$ cat config.mk
export PLATFORM = sky130hd
export DESIGN_NAME = scd_way_ram
export DESIGN_NICKNAME = d
export VERILOG_FILES = /design/src/hdl/scd_pkg.sv /design/src/hdl/scd_way_ram.sv
export SDC_FILE = /design/constraint.sdc
export NUM_CORES = 2
export LEC_CHECK = 0
export BUFFER_PORTS_ARGS = -buffer_cell sky130_fd_sc_hd__buf_2
export CAP_MARGIN = 20
export CORE_ASPECT_RATIO = 0.8
export CORE_MARGIN = 3
export CORE_UTILIZATION = 25
export DETAILED_ROUTE_END_ITERATION = 12
export GPL_ROUTABILITY_DRIVEN = 0
export PLACE_DENSITY_LB_ADDON = 0.3
export SETUP_SLACK_MARGIN = 0.4
export SYNTH_ARGS = -nofsm -noshare
export SYNTH_HDL_FRONTEND = slang
export SYNTH_SLANG_ARGS = --single-unit
$ cat constraint.sdc
create_clock -name clk -period 6.74 [get_ports clk]
set_input_delay 0.337 -clock clk [delete_from_list [all_inputs] [get_ports clk]]
set_output_delay 0.337 -clock clk [all_outputs]
set_load 0.02 [all_outputs]
$ cat src/hdl/scd_pkg.sv
package scd_pkg;

    localparam int CORE_COUNT = 8;
    localparam int DIR_SETS  = 64;
    localparam int DIR_WAYS  = 4;
    localparam int SET_W     = $clog2(DIR_SETS);
    localparam int WAY_W     = (DIR_WAYS > 1) ? $clog2(DIR_WAYS) : 1;
    localparam int TAG_W     = 40;
    localparam int ADDR_W    = 48;

    localparam logic [1:0] OP_READ  = 2'd0;
    localparam logic [1:0] OP_EXCL  = 2'd1;
    localparam logic [1:0] OP_EVICT = 2'd2;
    localparam logic [1:0] OP_QUERY = 2'd3;

    localparam logic [0:0] REG_ATTACHED   = 1'b0;
    localparam logic [0:0] REG_LINE_SHIFT = 1'b1;

    localparam logic [7:0] CORE_MASK = (CORE_COUNT >= 8) ? 8'hFF
                                     : 8'((1 << CORE_COUNT) - 1);

    typedef struct packed {
        logic [1:0]        op;
        logic [2:0]        core;
        logic [ADDR_W-1:0] address;
        logic [7:0]        present_mask;
        logic [7:0]        dirty_mask;
    } req_t;

    typedef struct packed {
        logic       found;
        logic       dirty_seen;
        logic [2:0] source_core;
        logic [7:0] writeback_mask;
        logic [7:0] invalidate_mask;
        logic [3:0] sharer_count;
        logic       false_sharing;
        logic       owner_valid;
        logic [2:0] owner_core;
        logic       dir_full;
    } rsp_t;

    // one directory way as stored
    typedef struct packed {
        logic [TAG_W-1:0] tag;
        logic [7:0]       sharers;
        logic             owned;
        logic [2:0]       owner;
    } way_t;

endpackage

$ cat src/hdl/scd_way_ram.sv
// One directory way: synchronous RAM, one read and one write port
module scd_way_ram (
    input  logic                      clk,
    input  logic                      wr_en,
    input  logic [scd_pkg::SET_W-1:0] wr_addr,
    input  scd_pkg::way_t             wr_data,
    input  logic [scd_pkg::SET_W-1:0] rd_addr,
    output scd_pkg::way_t             rd_data
);
    scd_pkg::way_t mem [scd_pkg::DIR_SETS];

    always_ff @(posedge clk)
    begin
        if (wr_en)
        begin
            mem[wr_addr] <= wr_data;
        end
        rd_data <= mem[rd_addr];
    end
endmodule

# [Word level (Yosys, flattened, before mapping)]
# Memories as Yosys holds them, arrays and structs flattened. A register that Yosys moved wholly into a read port is not among the register bits.
# Index checks and enable logic that the tools add are counted.
[totals] mem_count=1 out_inout_bits=52 in_bits=66 ff_bits=0 elab_cells=3 ram_bits=3328
[classes] muxes=2
[mem_list] memory="mem" words=64 width=52 read_ports=1 rd_clocked_by_memory_dff=1 wr=1 line="scd_way_ram.sv:10" source="scd_pkg::way_t mem [scd_pkg::DIR_SETS];"
[ops] operator="1-bit 2-to-1 mux" count=2

# [Logic depth before layout (Yosys ltp)]
[depth] ltp_word=2 depth_mapped=9 ltp_nobuf=5

# [Worst setup path after synthesis]
# No wires, ideal clock.
[synth_path] path_kind="input to register" from="in wr_addr[3] in the netlist's numbering" to="mem mem[48][0] in the netlist's numbering (enable)" t_arrival_ps=4378 setup_slack_ps=1837 path_stages=4 setup_ps=526 required_time_ps=6214 path_buffers=1 cell_sequence="clkbuf_1 -> nor2b_1 -> nand4b_1 -> nor3_1"
[synth_lines] item="start, declared" line="scd_way_ram.sv:5" source="input logic [scd_pkg::SET_W-1:0] wr_addr,"
[synth_lines] item="end, declared" line="scd_way_ram.sv:10"
# Straight into the memory's write port.

==> qor.txt <==
Pin count of the biggest net entering global routing = 110
Worst R2R Path Depth = 4
Post-CTS setup buffers = 0
Antenna violations before repair = 66
Port bufs = 117
Crit. End Element = register
Run status = completed
Placed cell count = 12127
DRT Pass-1 Iters = 5
Post-route ant nets = 0
Post-synth ARST share = 0%
Minimum clock period = 3.17 ns
Placed cell areas = 137000 um^2
Synth Cell Area = 127000 um^2
GRT overflow = 0
HP Class = input pin to register
Die height = 643 um
Gate power share = 5.0%
Initial Utilization = 25.2%
Required time of the critical path = 7.49 ns
Power Dens Cells = 296 nW/um^2
FP Rows = 233
Startpoint types = input pin
Post-Syn Instances = 5410
Fin nets = 5877
Synth top cells by count = edfxtp_1 (3328), mux4_2 (794), o22ai_1 (181)
Drt drc = 0
Die width = 803 um
Final worst path period share = 47.0%
Synth area leader = edfxtp_1
Max Transition Viols Final = 0
Mean post-synth cell area = 23.5 um^2
Most frequent cell after synthesis = edfxtp_1
Clock Latency Late Sink = 0.93 ns
Die Footprint = 516000 um^2
VDD IR-drop max = 200 uV
First-pass GRT wire length = 535 mm
Worst-margin pin slew = 1.24 ns
Synth top area cells = edfxtp_1 (79%), mux4_2 (14%), mux2i_1 (0.99%)
Routed wire length = 392 mm
Hpwl dp = 222 mm
Maxcap violations = 0
Final non-filler cell total = 12781
Net Sw Frac = 21.8%
Clock buffer depth = 4
Area delta synth->final = 16.8%
Post-layout util = 29.4%
Number of global-route vias before repair = 61821
Yosys warning total = 0
Via count = 61683
Fillers = 48709
Synth cell types = 40
Finish-stage setup viols = 0
Fmax = 0.315 GHz
RSZ-0062 raised after global routing = no
Wirelength per Cell = 30.7 um
Power share of the sequential group = 53.2%
Final Hold Fails = 0
Sw Pwr = 9.56 mW
IO Count = 118
Drt first-iter violations = 7668
CP arrival = 3.92 ns
Top_reg_cell synth = edfxtp_1
Slew margin rel. = 17.1%
Num CTS Buffers = 324
Vias per std cell = 4.83
Design area = 148000 um^2
TNS Setup = 0 ns
CTS clk-pin slew, worst paths = 0.06 ns
H-tree Lvls = 5
Critical path peak fanout = 109
Clock skew = 0.0539 ns
Core area = 505000 um^2
Syn Nets = 5476
FF+latch count, synth = 3380
Share of cells above drive strength 1 = 28.8%
Worst hold stages = 2
Clk sinks = 3380
Clock Tree Root = clkbuf_16
Total Routing Usage GR = 14.7%
Clock power frac = 41.8%
Number of synthesized flops with an enable pin = 3328
TritonCTS clock tree = yes
Hold slack = 0.0884 ns
Reg2reg setup slack = 4.35 ns
Int Power = 34.4 mW
Seq/Total Area, Yosys = 79.6%
Share of Yosys cell area claimed by the top area cell type = 78.7%
Setup CP Type = input pin to register
Lkg Pwr = 44.8 nW
cell families after synthesis:
family	Yosys count	share of synthesized area (%)
DFF	3380	79.6
AOI/OAI and AO/OA	496	2.71
muxes	963	15.5
buffers and inverters	307	1.23
and+or+nand+nor	264	1.04
final timing paths:
kind / from / endpoint
setup / recovery: rd_addr[2] / rd_data[46]
setup reg to reg: mem[55][19] / rd_data[19]
hold reg to reg: mem[4][13] / rd_data[13]
hold / removal: wr_data[33] / mem[31][33]
per-layer routing:
metal  vias up  global-route usage [%]  wire length [um]
met3       508                    2.42             27400
met4         4                    3.33              8340
met5         -                       0                31
li1      24212                       -                 -
met1     34463                    21.7            176000
met2      2496                    22.8            180000
critical path: stages:
cell and delay, ns:
buf_8 0.57, buf_12 0.56, buf_4 0.78, mux4_2 0.41
mux2_2 0.27, a221oi_1 0.40, nor4_1 0.13
placed cells by master, fill, tap and decap left out, types with 21 or more instances in the layout:
master         count
nor2_1            34
nand2_1           24
dfxtp_1           52
mux2i_1          125
buf_4            179
clkinv_2          56
buf_12            57
o22a_1            31
dlygate4sd3_1     28
a221oi_1          41
a22oi_1           38
nor2_4            62
mux4_2           794
edfxtp_1        3328
buf_2            111
clkinv_1          61
o22ai_1          181
clkbuf_1          56
nor4_1            40
clkbuf_16        333
o221ai_1          64
nor2b_1           21
bufinv_16         30
a21oi_1           74
mux2_2            44
flip-flops by register name (all words and copies together), names as in the netlist:
signal / cells
rd_data: 52
mem: 3328
final cells by class:
type	instances	area [um^2]	area share, %
Antenna cell	18	45.0	0.0304
Tap cell	6697	8380	5.65
Clock inverter	179	1730	1.17
Multi-Input combinational cell	1723	24900	16.8
Clock buffer	402	8720	5.88
Timing Repair Buffer	382	3490	2.35
Sequential cell	3380	101000	68.1
metrics by stage:
step / total power [mW] / setup WS, ns
3_5_place_dp: 26.1 / 2.77
5_1_grt: 45.3 / 3.52
3_3_place_gp: 26.0 / 2.64
2_1_floorplan: 24.9 / 1.84
4_1_cts: 44.4 / 3.75
6_report: 44.0 / 3.57
power by group through the flow:
| stage | clock (mW) | sequential [mW] | combinational (mW) |
|---|---|---|---|
| 2_1_floorplan | 0 | 23.8 | 1.09 |
| 3_3_place_gp | 0 | 23.9 | 2.13 |
| 3_5_place_dp | 0 | 23.9 | 2.17 |
| 4_1_cts | 18.8 | 23.4 | 2.17 |
| 5_1_grt | 19.6 | 23.4 | 2.32 |
| 6_report | 18.4 | 23.4 | 2.19 |
what timing repair did:
| item | in CTS | in global routing |
|---|---|---|
| hold buffers | 3 | 25 |
| gates resized for setup | 0 | 0 |
| hold endpoints to repair | 45 | 567 |
(Power assumes the default switching activity.)
